<file path="config.mk">
export PLATFORM = sky130hd
export DESIGN_NAME = variable_partition_allocator_top_flat
export DESIGN_NICKNAME = d
export VERILOG_FILES = /design/src/sv/vpa_pkg.sv /design/src/sv/vpa_in_if.sv /design/src/sv/vpa_out_if.sv /design/src/sv/vpa_ctrl.sv /design/src/sv/vpa_datapath.sv /design/src/sv/variable_partition_allocator_top.sv /design/src/flat_wrapper.sv
export SDC_FILE = /design/constraint.sdc
export NUM_CORES = 2
export LEC_CHECK = 0
export BUFFER_PORTS_ARGS = -buffer_cell sky130_fd_sc_hd__buf_2
export CAP_MARGIN = 20
export CORE_UTILIZATION = 50
export DETAILED_ROUTE_END_ITERATION = 12
export PLACE_DENSITY = 0.71
export SLEW_MARGIN = 20
export SYNTH_ARGS = -nofsm -noshare
export SYNTH_HDL_FRONTEND = slang
export SYNTH_HIERARCHICAL = 1
export SYNTH_SLANG_ARGS = --single-unit
</file>
<file path="constraint.sdc">
create_clock -name clk -period 11.99 [get_ports clk]
set_input_delay 2.398 -clock clk [delete_from_list [all_inputs] [get_ports clk]]
set_output_delay 2.398 -clock clk [all_outputs]
set_load 0.05 [all_outputs]
</file>
<file path="src/sv/vpa_pkg.sv">
// Shared types and constants of the variable partition allocator.
// Depends on nothing; every other file of the block refers to it.
package vpa_pkg;

    localparam int MAX_BLOCKS = 64;
    localparam int ADDR_BITS  = 16;
    localparam int SIZE_W     = ADDR_BITS + 1;
    localparam int IDX_W      = $clog2(MAX_BLOCKS);
    localparam int CNT_W      = IDX_W + 1;
    localparam int OWNER_W    = 8;
    localparam int CMD_W      = 2;
    localparam int POL_W      = 2;
    localparam int CFG_IDX_W  = 1;

    localparam logic [SIZE_W-1:0] MEM_CAP = SIZE_W'(1) << ADDR_BITS;
    localparam logic [CNT_W-1:0]  TABLE_DEPTH = CNT_W'(MAX_BLOCKS);

    // command codes
    localparam logic [CMD_W-1:0] CMD_INIT    = 2'd0;
    localparam logic [CMD_W-1:0] CMD_ALLOC   = 2'd1;
    localparam logic [CMD_W-1:0] CMD_RELEASE = 2'd2;

    // fit policy codes
    localparam logic [POL_W-1:0] POL_FIRST = 2'd0;
    localparam logic [POL_W-1:0] POL_BEST  = 2'd1;
    localparam logic [POL_W-1:0] POL_WORST = 2'd2;

    // configuration register indexes
    localparam logic [CFG_IDX_W-1:0] CFG_FIT_POLICY  = 1'd0;
    localparam logic [CFG_IDX_W-1:0] CFG_MEMORY_SIZE = 1'd1;

    typedef enum logic [2:0] {
        ST_OK       = 3'd0,
        ST_NO_FIT   = 3'd1,
        ST_FULL     = 3'd2,
        ST_NO_OWNER = 3'd3,
        ST_BAD      = 3'd4
    } status_t;

    typedef struct packed {
        logic [ADDR_BITS-1:0] start;
        logic [SIZE_W-1:0]    size;
        logic [OWNER_W-1:0]   owner;
    } entry_t;

    localparam entry_t RESET_ENTRY = '{start: '0, size: MEM_CAP, owner: '0};

    typedef enum logic [3:0] {
        OP_NONE,
        OP_LOAD,
        OP_INIT,
        OP_SCAN_INIT,
        OP_SCAN_RD,
        OP_SCAN_EV,
        OP_SH_INIT,
        OP_SH_RD,
        OP_SH_WR,
        OP_WR_TAIL,
        OP_WR_HEAD,
        OP_REL_INIT,
        OP_REL_RD,
        OP_REL_EV,
        OP_REL_END,
        OP_EMIT
    } dp_op_t;

    typedef struct packed {
        dp_op_t  op;
        status_t status;
    } ctrl_cmd_t;

    typedef struct packed {
        logic [CMD_W-1:0] cmd;
        logic             owner_zero;
        logic             req_zero;
        logic             idx_end;
        logic             first_stop;
        logic             found;
        logic             exact;
        logic             full;
        logic             shift_end;
        logic             hit;
        logic             out_free;
    } dp_stat_t;

    typedef enum logic [3:0] {
        S_IDLE,
        S_DECODE,
        S_INIT,
        S_SCAN_RD,
        S_SCAN_EV,
        S_SCAN_END,
        S_SH_RD,
        S_SH_WR,
        S_WR_TAIL,
        S_WR_HEAD,
        S_REL_RD,
        S_REL_EV,
        S_DONE
    } state_t;

endpackage

</file>
<file path="src/sv/vpa_in_if.sv">
// Request channel of the allocator: valid, ready and one command item.
// Depends on vpa_pkg for field widths.
interface vpa_in_if;
    logic                         valid;
    logic                         ready;
    logic [vpa_pkg::CMD_W-1:0]    command;
    logic [vpa_pkg::OWNER_W-1:0]  owner_id;
    logic [vpa_pkg::SIZE_W-1:0]   request_size;

    modport source (output valid, output command, output owner_id, output request_size,
                    input ready);
    modport sink   (input valid, input command, input owner_id, input request_size,
                    output ready);
endinterface

</file>
<file path="src/sv/vpa_out_if.sv">
// Result channel of the allocator: valid, ready and one result item.
// Depends on vpa_pkg for field widths.
interface vpa_out_if;
    logic                           valid;
    logic                           ready;
    logic [2:0]                     status;
    logic [vpa_pkg::ADDR_BITS-1:0]  block_address;
    logic [vpa_pkg::SIZE_W-1:0]     block_size;

    modport source (output valid, output status, output block_address, output block_size,
                    input ready);
    modport sink   (input valid, input status, input block_address, input block_size,
                    output ready);
endinterface

</file>
<file path="src/sv/vpa_ctrl.sv">
// Controller of the allocator: sequences scan, shift and merge passes.
// Depends on vpa_pkg; drives the datapath through ctrl_cmd_t.
module vpa_ctrl (
    input  logic                clk,
    input  logic                rst_n,
    input  logic                in_valid,
    output logic                in_ready,
    input  vpa_pkg::dp_stat_t   stat,
    output vpa_pkg::ctrl_cmd_t  cmd
);
    import vpa_pkg::*;

    state_t  state_reg, state_next;
    status_t status_reg, status_next;

    // hold state and pending result code
    always_ff @(posedge clk or negedge rst_n)
    begin
        if (!rst_n)
        begin
            state_reg  <= S_IDLE;
            status_reg <= ST_OK;
        end
        else
        begin
            state_reg  <= state_next;
            status_reg <= status_next;
        end
    end

    // next state and datapath commands
    always_comb
    begin
        state_next  = state_reg;
        status_next = status_reg;
        cmd.op      = OP_NONE;
        cmd.status  = status_reg;
        in_ready    = 1'b0;
        unique case (state_reg)
            S_IDLE:
            begin
                in_ready = 1'b1;
                if (in_valid)
                begin
                    cmd.op     = OP_LOAD;
                    state_next = S_DECODE;
                end
            end
            S_DECODE:
            begin
                if (stat.cmd == CMD_INIT)
                begin
                    state_next = S_INIT;
                end
                else if (stat.cmd == CMD_ALLOC && !stat.owner_zero && !stat.req_zero)
                begin
                    cmd.op     = OP_SCAN_INIT;
                    state_next = S_SCAN_RD;
                end
                else if (stat.cmd == CMD_RELEASE && !stat.owner_zero)
                begin
                    cmd.op     = OP_REL_INIT;
                    state_next = S_REL_RD;
                end
                else
                begin
                    status_next = ST_BAD;
                    state_next  = S_DONE;
                end
            end
            S_INIT:
            begin
                cmd.op      = OP_INIT;
                status_next = ST_OK;
                state_next  = S_DONE;
            end
            S_SCAN_RD:
            begin
                if (stat.idx_end)
                begin
                    state_next = S_SCAN_END;
                end
                else
                begin
                    cmd.op     = OP_SCAN_RD;
                    state_next = S_SCAN_EV;
                end
            end
            S_SCAN_EV:
            begin
                cmd.op     = OP_SCAN_EV;
                state_next = stat.first_stop ? S_SCAN_END : S_SCAN_RD;
            end
            S_SCAN_END:
            begin
                if (!stat.found)
                begin
                    status_next = ST_NO_FIT;
                    state_next  = S_DONE;
                end
                else if (stat.exact)
                begin
                    state_next = S_WR_HEAD;
                end
                else if (stat.full)
                begin
                    status_next = ST_FULL;
                    state_next  = S_DONE;
                end
                else
                begin
                    cmd.op     = OP_SH_INIT;
                    state_next = S_SH_RD;
                end
            end
            S_SH_RD:
            begin
                if (stat.shift_end)
                begin
                    state_next = S_WR_TAIL;
                end
                else
                begin
                    cmd.op     = OP_SH_RD;
                    state_next = S_SH_WR;
                end
            end
            S_SH_WR:
            begin
                cmd.op     = OP_SH_WR;
                state_next = S_SH_RD;
            end
            S_WR_TAIL:
            begin
                cmd.op     = OP_WR_TAIL;
                state_next = S_WR_HEAD;
            end
            S_WR_HEAD:
            begin
                cmd.op      = OP_WR_HEAD;
                status_next = ST_OK;
                state_next  = S_DONE;
            end
            S_REL_RD:
            begin
                if (stat.idx_end)
                begin
                    cmd.op      = OP_REL_END;
                    status_next = stat.hit ? ST_OK : ST_NO_OWNER;
                    state_next  = S_DONE;
                end
                else
                begin
                    cmd.op     = OP_REL_RD;
                    state_next = S_REL_EV;
                end
            end
            S_REL_EV:
            begin
                cmd.op     = OP_REL_EV;
                state_next = S_REL_RD;
            end
            S_DONE:
            begin
                if (stat.out_free)
                begin
                    cmd.op     = OP_EMIT;
                    state_next = S_IDLE;
                end
            end
            default:
            begin
                state_next = S_IDLE;
            end
        endcase
    end

endmodule

</file>
<file path="src/sv/vpa_datapath.sv">
// Datapath of the allocator: block table memory, scan and merge registers,
// configuration registers and the result register. Depends on vpa_pkg.
module vpa_datapath (
    input  logic                               clk,
    input  logic                               rst_n,
    input  vpa_pkg::ctrl_cmd_t                 cmd,
    output vpa_pkg::dp_stat_t                  stat,
    input  logic [vpa_pkg::CMD_W-1:0]          in_command,
    input  logic [vpa_pkg::OWNER_W-1:0]        in_owner_id,
    input  logic [vpa_pkg::SIZE_W-1:0]         in_request_size,
    input  logic                               cfg_we,
    input  logic [vpa_pkg::CFG_IDX_W-1:0]      cfg_index,
    input  logic [vpa_pkg::SIZE_W-1:0]         cfg_data,
    output logic                               out_valid,
    input  logic                               out_ready,
    output logic [2:0]                         out_status,
    output logic [vpa_pkg::ADDR_BITS-1:0]      out_block_address,
    output logic [vpa_pkg::SIZE_W-1:0]         out_block_size
);
    import vpa_pkg::*;

    entry_t mem [MAX_BLOCKS];

    logic [POL_W-1:0]     fit_policy_reg;
    logic [SIZE_W-1:0]    memory_size_reg;
    logic [CMD_W-1:0]     cmd_reg;
    logic [OWNER_W-1:0]   owner_reg;
    logic [SIZE_W-1:0]    req_reg;
    logic [CNT_W-1:0]     count_reg;
    logic [CNT_W-1:0]     idx_reg;
    logic [CNT_W-1:0]     j_reg;
    logic [CNT_W-1:0]     w_reg;
    logic                 found_reg;
    logic                 hit_reg;
    logic [IDX_W-1:0]     pick_reg;
    logic [ADDR_BITS-1:0] pick_start_reg;
    logic [SIZE_W-1:0]    pick_size_reg;
    logic [SIZE_W-1:0]    freed_reg;
    entry_t               hold_reg;
    logic                 fresh_reg;
    logic                 rd_fresh_reg;
    entry_t               rd_q_reg;
    logic                 out_valid_reg;
    status_t              out_status_reg;
    logic [ADDR_BITS-1:0] out_addr_reg;
    logic [SIZE_W-1:0]    out_size_reg;

    entry_t               rd_entry;
    logic                 rd_en;
    logic [IDX_W-1:0]     rd_addr;
    logic                 wr_en;
    logic [IDX_W-1:0]     wr_addr;
    entry_t               wr_data;
    logic                 cand;
    logic [OWNER_W-1:0]   rel_owner;
    logic                 merge;
    logic [SIZE_W-1:0]    tail_start_sum;
    logic [CNT_W-1:0]     pick_next_idx;
    logic [SIZE_W-1:0]    init_units;
    logic                 is_best;
    logic                 is_worst;

    // table entry read, with entry 0 seen as the reset hole until written
    assign rd_entry = rd_fresh_reg ? RESET_ENTRY : rd_q_reg;

    assign is_best        = (fit_policy_reg == POL_BEST);
    assign is_worst       = (fit_policy_reg == POL_WORST);
    assign cand           = (rd_entry.owner == '0) && (rd_entry.size >= req_reg);
    assign rel_owner      = (rd_entry.owner == owner_reg) ? '0 : rd_entry.owner;
    assign merge          = (w_reg != '0) && (rel_owner == '0) && (hold_reg.owner == '0);
    assign tail_start_sum = {1'b0, pick_start_reg} + req_reg;
    assign pick_next_idx  = {1'b0, pick_reg} + CNT_W'(1);

    // saturate the managed size into one .. full address space
    always_comb
    begin
        if (memory_size_reg == '0)
            init_units = SIZE_W'(1);
        else if (memory_size_reg > MEM_CAP)
            init_units = MEM_CAP;
        else
            init_units = memory_size_reg;
    end

    // memory address and write data selection
    always_comb
    begin
        rd_en   = 1'b0;
        rd_addr = idx_reg[IDX_W-1:0];
        wr_en   = 1'b0;
        wr_addr = '0;
        wr_data = rd_entry;
        case (cmd.op)
            OP_SCAN_RD, OP_REL_RD:
            begin
                rd_en = 1'b1;
            end
            OP_SH_RD:
            begin
                rd_en   = 1'b1;
                rd_addr = IDX_W'(j_reg - CNT_W'(1));
            end
            OP_SH_WR:
            begin
                wr_en   = 1'b1;
                wr_addr = j_reg[IDX_W-1:0];
            end
            OP_WR_TAIL:
            begin
                wr_en         = 1'b1;
                wr_addr       = pick_next_idx[IDX_W-1:0];
                wr_data.start = tail_start_sum[ADDR_BITS-1:0];
                wr_data.size  = pick_size_reg - req_reg;
                wr_data.owner = '0;
            end
            OP_WR_HEAD:
            begin
                wr_en         = 1'b1;
                wr_addr       = pick_reg;
                wr_data.start = pick_start_reg;
                wr_data.size  = req_reg;
                wr_data.owner = owner_reg;
            end
            OP_INIT:
            begin
                wr_en         = 1'b1;
                wr_addr       = '0;
                wr_data.start = '0;
                wr_data.size  = init_units;
                wr_data.owner = '0;
            end
            OP_REL_EV:
            begin
                wr_en = 1'b1;
                if (merge)
                begin
                    wr_addr       = IDX_W'(w_reg - CNT_W'(1));
                    wr_data.start = hold_reg.start;
                    wr_data.size  = hold_reg.size + rd_entry.size;
                    wr_data.owner = '0;
                end
                else
                begin
                    wr_addr       = w_reg[IDX_W-1:0];
                    wr_data.start = rd_entry.start;
                    wr_data.size  = rd_entry.size;
                    wr_data.owner = rel_owner;
                end
            end
            default:
            begin
                rd_en = 1'b0;
            end
        endcase
    end

    // table memory: one write and one registered read a cycle
    always_ff @(posedge clk)
    begin
        if (wr_en)
            mem[wr_addr] <= wr_data;
        if (rd_en)
            rd_q_reg <= mem[rd_addr];
    end

    // track whether entry 0 still holds its reset value
    always_ff @(posedge clk or negedge rst_n)
    begin
        if (!rst_n)
        begin
            fresh_reg    <= 1'b1;
            rd_fresh_reg <= 1'b0;
        end
        else
        begin
            if (wr_en && wr_addr == '0)
                fresh_reg <= 1'b0;
            if (rd_en)
                rd_fresh_reg <= fresh_reg && (rd_addr == '0);
        end
    end

    // configuration registers
    always_ff @(posedge clk or negedge rst_n)
    begin
        if (!rst_n)
        begin
            fit_policy_reg  <= POL_FIRST;
            memory_size_reg <= MEM_CAP;
        end
        else if (cfg_we)
        begin
            unique case (cfg_index)
                CFG_FIT_POLICY:  fit_policy_reg  <= cfg_data[POL_W-1:0];
                CFG_MEMORY_SIZE: memory_size_reg <= cfg_data;
                default:         fit_policy_reg  <= fit_policy_reg;
            endcase
        end
    end

    // table count and pass counters
    always_ff @(posedge clk or negedge rst_n)
    begin
        if (!rst_n)
        begin
            count_reg <= CNT_W'(1);
            idx_reg   <= '0;
            j_reg     <= '0;
            w_reg     <= '0;
            found_reg <= 1'b0;
            hit_reg   <= 1'b0;
        end
        else
        begin
            case (cmd.op)
                OP_INIT:
                begin
                    count_reg <= CNT_W'(1);
                end
                OP_SCAN_INIT:
                begin
                    idx_reg   <= '0;
                    found_reg <= 1'b0;
                end
                OP_SCAN_EV:
                begin
                    idx_reg <= idx_reg + CNT_W'(1);
                    if (cand)
                        found_reg <= 1'b1;
                end
                OP_SH_INIT:
                begin
                    j_reg <= count_reg;
                end
                OP_SH_WR:
                begin
                    j_reg <= j_reg - CNT_W'(1);
                end
                OP_WR_HEAD:
                begin
                    if (pick_size_reg != req_reg)
                        count_reg <= count_reg + CNT_W'(1);
                end
                OP_REL_INIT:
                begin
                    idx_reg <= '0;
                    w_reg   <= '0;
                    hit_reg <= 1'b0;
                end
                OP_REL_EV:
                begin
                    idx_reg <= idx_reg + CNT_W'(1);
                    if (!merge)
                        w_reg <= w_reg + CNT_W'(1);
                    if (rd_entry.owner == owner_reg)
                        hit_reg <= 1'b1;
                end
                OP_REL_END:
                begin
                    count_reg <= w_reg;
                end
                default:
                begin
                    idx_reg <= idx_reg;
                end
            endcase
        end
    end

    // item capture, chosen hole, merge hold and freed sum
    always_ff @(posedge clk)
    begin
        case (cmd.op)
            OP_LOAD:
            begin
                cmd_reg   <= in_command;
                owner_reg <= in_owner_id;
                req_reg   <= in_request_size;
            end
            OP_SCAN_EV:
            begin
                if (cand && (!found_reg
                             || (is_best && rd_entry.size < pick_size_reg)
                             || (is_worst && rd_entry.size > pick_size_reg)))
                begin
                    pick_reg       <= idx_reg[IDX_W-1:0];
                    pick_start_reg <= rd_entry.start;
                    pick_size_reg  <= rd_entry.size;
                end
            end
            OP_REL_INIT:
            begin
                freed_reg <= '0;
            end
            OP_REL_EV:
            begin
                hold_reg <= wr_data;
                if (rd_entry.owner == owner_reg)
                    freed_reg <= freed_reg + rd_entry.size;
            end
            default:
            begin
                freed_reg <= freed_reg;
            end
        endcase
    end

    // result register
    always_ff @(posedge clk or negedge rst_n)
    begin
        if (!rst_n)
            out_valid_reg <= 1'b0;
        else if (cmd.op == OP_EMIT)
            out_valid_reg <= 1'b1;
        else if (out_ready)
            out_valid_reg <= 1'b0;
    end

    always_ff @(posedge clk)
    begin
        if (cmd.op == OP_EMIT)
        begin
            out_status_reg <= cmd.status;
            out_addr_reg   <= '0;
            out_size_reg   <= '0;
            if (cmd.status == ST_OK && cmd_reg == CMD_ALLOC)
            begin
                out_addr_reg <= pick_start_reg;
                out_size_reg <= req_reg;
            end
            else if (cmd.status == ST_OK && cmd_reg == CMD_RELEASE)
            begin
                out_size_reg <= freed_reg;
            end
        end
    end

    assign out_valid         = out_valid_reg;
    assign out_status        = out_status_reg;
    assign out_block_address = out_addr_reg;
    assign out_block_size    = out_size_reg;

    // status toward the controller
    always_comb
    begin
        stat.cmd        = cmd_reg;
        stat.owner_zero = (owner_reg == '0);
        stat.req_zero   = (req_reg == '0);
        stat.idx_end    = (idx_reg == count_reg);
        stat.first_stop = cand && !found_reg && !is_best && !is_worst;
        stat.found      = found_reg;
        stat.exact      = (pick_size_reg == req_reg);
        stat.full       = (count_reg >= TABLE_DEPTH);
        stat.shift_end  = (j_reg == pick_next_idx);
        stat.hit        = hit_reg;
        stat.out_free   = !out_valid_reg || out_ready;
    end

endmodule

</file>
<file path="src/sv/variable_partition_allocator_top.sv">
// One item at a time; the table memory port sets the pace.
// Next item accepted in the same cycle as the result appears in the output register.
// Reset: one hole spanning 65536 units, first fit, no clearing pass.
// Top level of the allocator; depends on vpa_pkg, vpa_in_if, vpa_out_if,
// vpa_ctrl and vpa_datapath.
module variable_partition_allocator_top (
    input  logic                              clk,
    input  logic                              rst_n,
    vpa_in_if.sink                            in_item,
    vpa_out_if.source                         out_item,
    input  logic                              cfg_we,
    input  logic [vpa_pkg::CFG_IDX_W-1:0]     cfg_index,
    input  logic [vpa_pkg::SIZE_W-1:0]        cfg_data
);
    import vpa_pkg::*;

    ctrl_cmd_t cmd;
    dp_stat_t  stat;

    // sequence each item
    vpa_ctrl u_ctrl (
        .clk      (clk),
        .rst_n    (rst_n),
        .in_valid (in_item.valid),
        .in_ready (in_item.ready),
        .stat     (stat),
        .cmd      (cmd)
    );

    // table and result datapath
    vpa_datapath u_datapath (
        .clk               (clk),
        .rst_n             (rst_n),
        .cmd               (cmd),
        .stat              (stat),
        .in_command        (in_item.command),
        .in_owner_id       (in_item.owner_id),
        .in_request_size   (in_item.request_size),
        .cfg_we            (cfg_we),
        .cfg_index         (cfg_index),
        .cfg_data          (cfg_data),
        .out_valid         (out_item.valid),
        .out_ready         (out_item.ready),
        .out_status        (out_item.status),
        .out_block_address (out_item.block_address),
        .out_block_size    (out_item.block_size)
    );

endmodule

</file>
<file path="src/flat_wrapper.sv">
// flat-port wrapper written by rule: the top's interface ports become plain ports
module variable_partition_allocator_top_flat import vpa_pkg::*;
  (clk, rst_n, cfg_we, cfg_index, cfg_data, in_item_valid, in_item_command, in_item_owner_id, in_item_request_size, in_item_ready, out_item_valid, out_item_status, out_item_block_address, out_item_block_size, out_item_ready);
  vpa_in_if in_item_i ();
  vpa_out_if out_item_i ();
  input  logic clk;
  input  logic rst_n;
  input  logic cfg_we;
  input  logic [vpa_pkg::CFG_IDX_W-1:0] cfg_index;
  input  logic [vpa_pkg::SIZE_W-1:0] cfg_data;
  input wire logic [$bits(in_item_i.valid)-1:0] in_item_valid;
  input wire logic [$bits(in_item_i.command)-1:0] in_item_command;
  input wire logic [$bits(in_item_i.owner_id)-1:0] in_item_owner_id;
  input wire logic [$bits(in_item_i.request_size)-1:0] in_item_request_size;
  output wire logic [$bits(in_item_i.ready)-1:0] in_item_ready;
  output wire logic [$bits(out_item_i.valid)-1:0] out_item_valid;
  output wire logic [$bits(out_item_i.status)-1:0] out_item_status;
  output wire logic [$bits(out_item_i.block_address)-1:0] out_item_block_address;
  output wire logic [$bits(out_item_i.block_size)-1:0] out_item_block_size;
  input wire logic [$bits(out_item_i.ready)-1:0] out_item_ready;
  assign in_item_i.valid = in_item_valid;
  assign in_item_i.command = in_item_command;
  assign in_item_i.owner_id = in_item_owner_id;
  assign in_item_i.request_size = in_item_request_size;
  assign in_item_ready = in_item_i.ready;
  assign out_item_valid = out_item_i.valid;
  assign out_item_status = out_item_i.status;
  assign out_item_block_address = out_item_i.block_address;
  assign out_item_block_size = out_item_i.block_size;
  assign out_item_i.ready = out_item_ready;
  variable_partition_allocator_top u_core (.clk(clk), .rst_n(rst_n), .in_item(in_item_i), .out_item(out_item_i), .cfg_we(cfg_we), .cfg_index(cfg_index), .cfg_data(cfg_data));
endmodule
</file>
==> flow_metrics.env <==
export IMPL_multi_input_area_um2=30100
export IMPL_regArea_um2=86300
export IMPL_reg2reg_from="u_core/u_datapath/req_reg[2]"
export IMPL_place_port_buffers=87
export IMPL_cts_resized=0
export IMPL_worst_ep_arrival_time_ns=9.20
export IMPL_ys_top_cells_by_count="edfxtp_1, mux4_2, mux2i_1"
export IMPL_worstSetupStartpointType="flop"
export IMPL_tightest_slew_ns=1.23
export IMPL_post_place_cells=8837
export IMPL_hold_end="u_core/u_datapath/fresh_reg"
export IMPL_synth_avg_cell_area_um2=20.4
export IMPL_setup_viol=0
export IMPL_synth_distinct_cells=93
export IMPL_whs_path_depth=1
export IMPL_synth_nets=5887
export IMPL_hpwl_um=170000
export IMPL_synth_edf_count=2825
export IMPL_synth_area_leaders="edfxtp_1, mux4_2, mux2i_1"
export IMPL_min_from="u_core/u_datapath/fresh_reg"
export IMPL_cp_startpoint="u_core/u_datapath/req_reg[2]"
export IMPL_fin_cells=9347
export IMPL_die_area_um2=236000
export IMPL_syn_cell_area_um2=117000
export IMPL_h_tree_depth=5
export IMPL_wl_per_cell_um=32.9
export IMPL_grt_pass1_vias=59900
export IMPL_cts_sinks=2884
export IMPL_crit_path_end_kind="flop"
export IMPL_grt_util_all_layers=0.260
export IMPL_comb_power_share=0.392
export IMPL_die_h_um=486
export IMPL_final_period_utilization=0.714
export IMPL_max_freq_mhz=117
export IMPL_r2r_slack_ns=3.43
export IMPL_maxCapViolations=0
export IMPL_drive_gt1_frac=0.239
export IMPL_grt_ovfl_total=0
export IMPL_relSlewSlack=0.159
export IMPL_outcome="completed"
export IMPL_rr_endpoint="u_core/u_datapath/rd_q_reg[30]"
export IMPL_seq_power_share=0.396
export IMPL_vias_per_cell=6.43
export IMPL_fill_cells=16800
export IMPL_core_area_um2=233000
export IMPL_clkPwrFrac=0.212
export IMPL_ir_drop_v=0.000363
export IMPL_die_w_um=486
export IMPL_ant_nets=0
export IMPL_p_int_mw=26.0
export IMPL_ys_warn_count=6
export IMPL_syn_inst=5729
export IMPL_cellPowerDensity_nw_per_um2=315
export IMPL_fin_nets=6165
export IMPL_yosysMostFrequentCell="edfxtp_1"
export IMPL_cp_data_required_time_ns=12.63
export IMPL_largest_reg_flops=2624
export IMPL_dr_pass1_iters=7
export IMPL_numCtsBuffers=298
export IMPL_hold_viol=0
export IMPL_crit_type="flop to flop"
export IMPL_io_pins=88
export IMPL_synth_seq_cells=2884
export IMPL_ys_flop_type="edfxtp_1"
export IMPL_grt_pass1_wl_um=435000
export IMPL_holdCritPathClass="flop to flop"
export IMPL_finalClockSkew_ns=0.0491
export IMPL_cellLeakagePower_nw=44.6
export IMPL_crit_path_max_fanout=32
export IMPL_swShare=0.372
export IMPL_yosysTopAreaCellShare=0.725
export IMPL_cts_tree="done"
export IMPL_via_count=60100
export IMPL_drt_initial_drc_count=8496
export IMPL_tns_ns=0
export IMPL_cts_hold_buf=0
export IMPL_period_minus_slack_ns=8.56
export IMPL_grt_max_degree=107
export IMPL_drc_errors=0
export IMPL_clk_pin_slew_worst_paths_ns=0.06
export IMPL_r2r_cells=20
export IMPL_drv_slew=0
export IMPL_clockBufferDepth=4
export IMPL_start_util=0.503
export IMPL_rsz0062_at_grt="false"
export IMPL_synthArstFlopShare=0.0205
export IMPL_row_count=177
export IMPL_clock_latency_ns=0.96
export IMPL_seq_area_frac_synth=0.737
export IMPL_place_gp_congestion=0.937
export IMPL_cts_root_buf="clkbuf_16"
export IMPL_area_delta_synth_final_pct=12.5
export IMPL_p_switching_mw=15.4
export IMPL_netlist_top_cell_by_area="edfxtp_1"
export IMPL_antenna_found_initial=8
export IMPL_postCtsSetupBuffers=0
export IMPL_postRouteWirelength_um=307000
## power groups by stage
stage               sequential (mW)  clock [mW]  combinational, mW
floorplan                      16.6           0               9.52
global placement               16.6           0               15.5
detailed placement             16.6           0               16.0
CTS                            16.4        8.87               16.0
global route                   16.4        9.23               17.0
finish                         16.4        8.77               16.2
## logic make-up after synthesis
logic type / after synthesis / synth area share
flip-flops: 2884 / 0.737
multiplexers: 1304 / 0.182
AND/OR/NAND/NOR: 572 / 0.0249
AO/OA/AOI/OAI: 430 / 0.0252
buffers and inverters: 359 / 0.0136
adder cells (fa/ha/maj): 108 / 0.0118
XOR/XNOR: 72 / 0.00539
## layout make-up
type / instances / area share
antenna: 5 / 0.0000950
clock buffer: 363 / 0.0596
clock inverter: 140 / 0.00908
inverter: 81 / 0.00231
multi-input combinational: 2486 / 0.229
sequential: 2884 / 0.655
tap: 3132 / 0.0298
timing repair buffer: 256 / 0.0151
## worst max-delay path: stages, from the launching register on
cell and delay, ns:
edfxtp_1 0.65, inv_1 0.19, ha_1 0.42, nand2_1 0.14
nor2_1 0.05, nand4_1 0.11, nor3_1 0.06, buf_4 0.17
or3b_2 0.50, o22ai_1 0.14, nand2b_1 0.13, or3b_1 0.47
nand4b_1 0.85, a21oi_4 1.17, buf_4 0.68, buf_4 0.62
mux4_2 0.59, mux2i_1 0.17, mux2i_1 0.15, mux2i_1 0.75
mux2i_1 0.16
## how the worst max path moves through the flow
stage          cells past startpoint                              to  slack, ns
6_report                          20  u_core/u_datapath/rd_q_reg[30]       3.43
5_1_grt                           20  u_core/u_datapath/rd_q_reg[30]       3.17
4_1_cts                           20  u_core/u_datapath/rd_q_reg[30]       3.52
3_5_place_dp                      14  u_core/u_datapath/rd_q_reg[30]       2.85
3_3_place_gp                      13   u_core/u_datapath/rd_q_reg[9]       2.81
2_1_floorplan                     11  u_core/u_datapath/hold_reg[20]       2.98
## per-stage QoR
| stage | hold slack, ns | cell area [um^2] | power (mW) | setup WS (ns) | utilization |
|---|---|---|---|---|---|
| after floorplan | 0.423 | 117000 | 26.1 | 2.98 | - |
| after global placement | 0.452 | 122000 | 32.1 | 2.81 | 0.526 |
| after detailed placement | 0.454 | 123000 | 32.6 | 2.85 | 0.527 |
| after CTS | 0.462 | 132000 | 41.3 | 3.52 | 0.565 |
| after global routing | 0.466 | 132000 | 42.6 | 3.17 | 0.566 |
| final | 0.464 | 132000 | 41.4 | 3.43 | 0.566 |
## layout by cell type (no fill, tap or decap), types with 23 or more instances in the layout
cell	count
xnor2_1	44
clkinv_2	52
buf_2	87
xor2_1	28
nand2_1	100
mux4_2	656
inv_1	80
edfxtp_1	2825
a21o_1	23
mux2i_1	621
o21ai_0	71
nor2_4	70
ha_1	104
dfrtp_1	56
nor2_1	119
clkbuf_1	57
buf_4	147
nand3_1	44
clkbuf_16	304
nor3_1	25
nor2b_1	48
clkinv_1	47
a21oi_1	88
## per-layer routing
metal | share of wire | vias up | track usage
met5 | 0.000098 | - | 0
met4 | 0.047 | 6 | 0.118
met3 | 0.12 | 550 | 0.0603
met2 | 0.45 | 3721 | 0.392
met1 | 0.38 | 31500 | 0.364
li1 | - | 24300 | -
No activity file was read; power rests on OpenSTA's default activity.
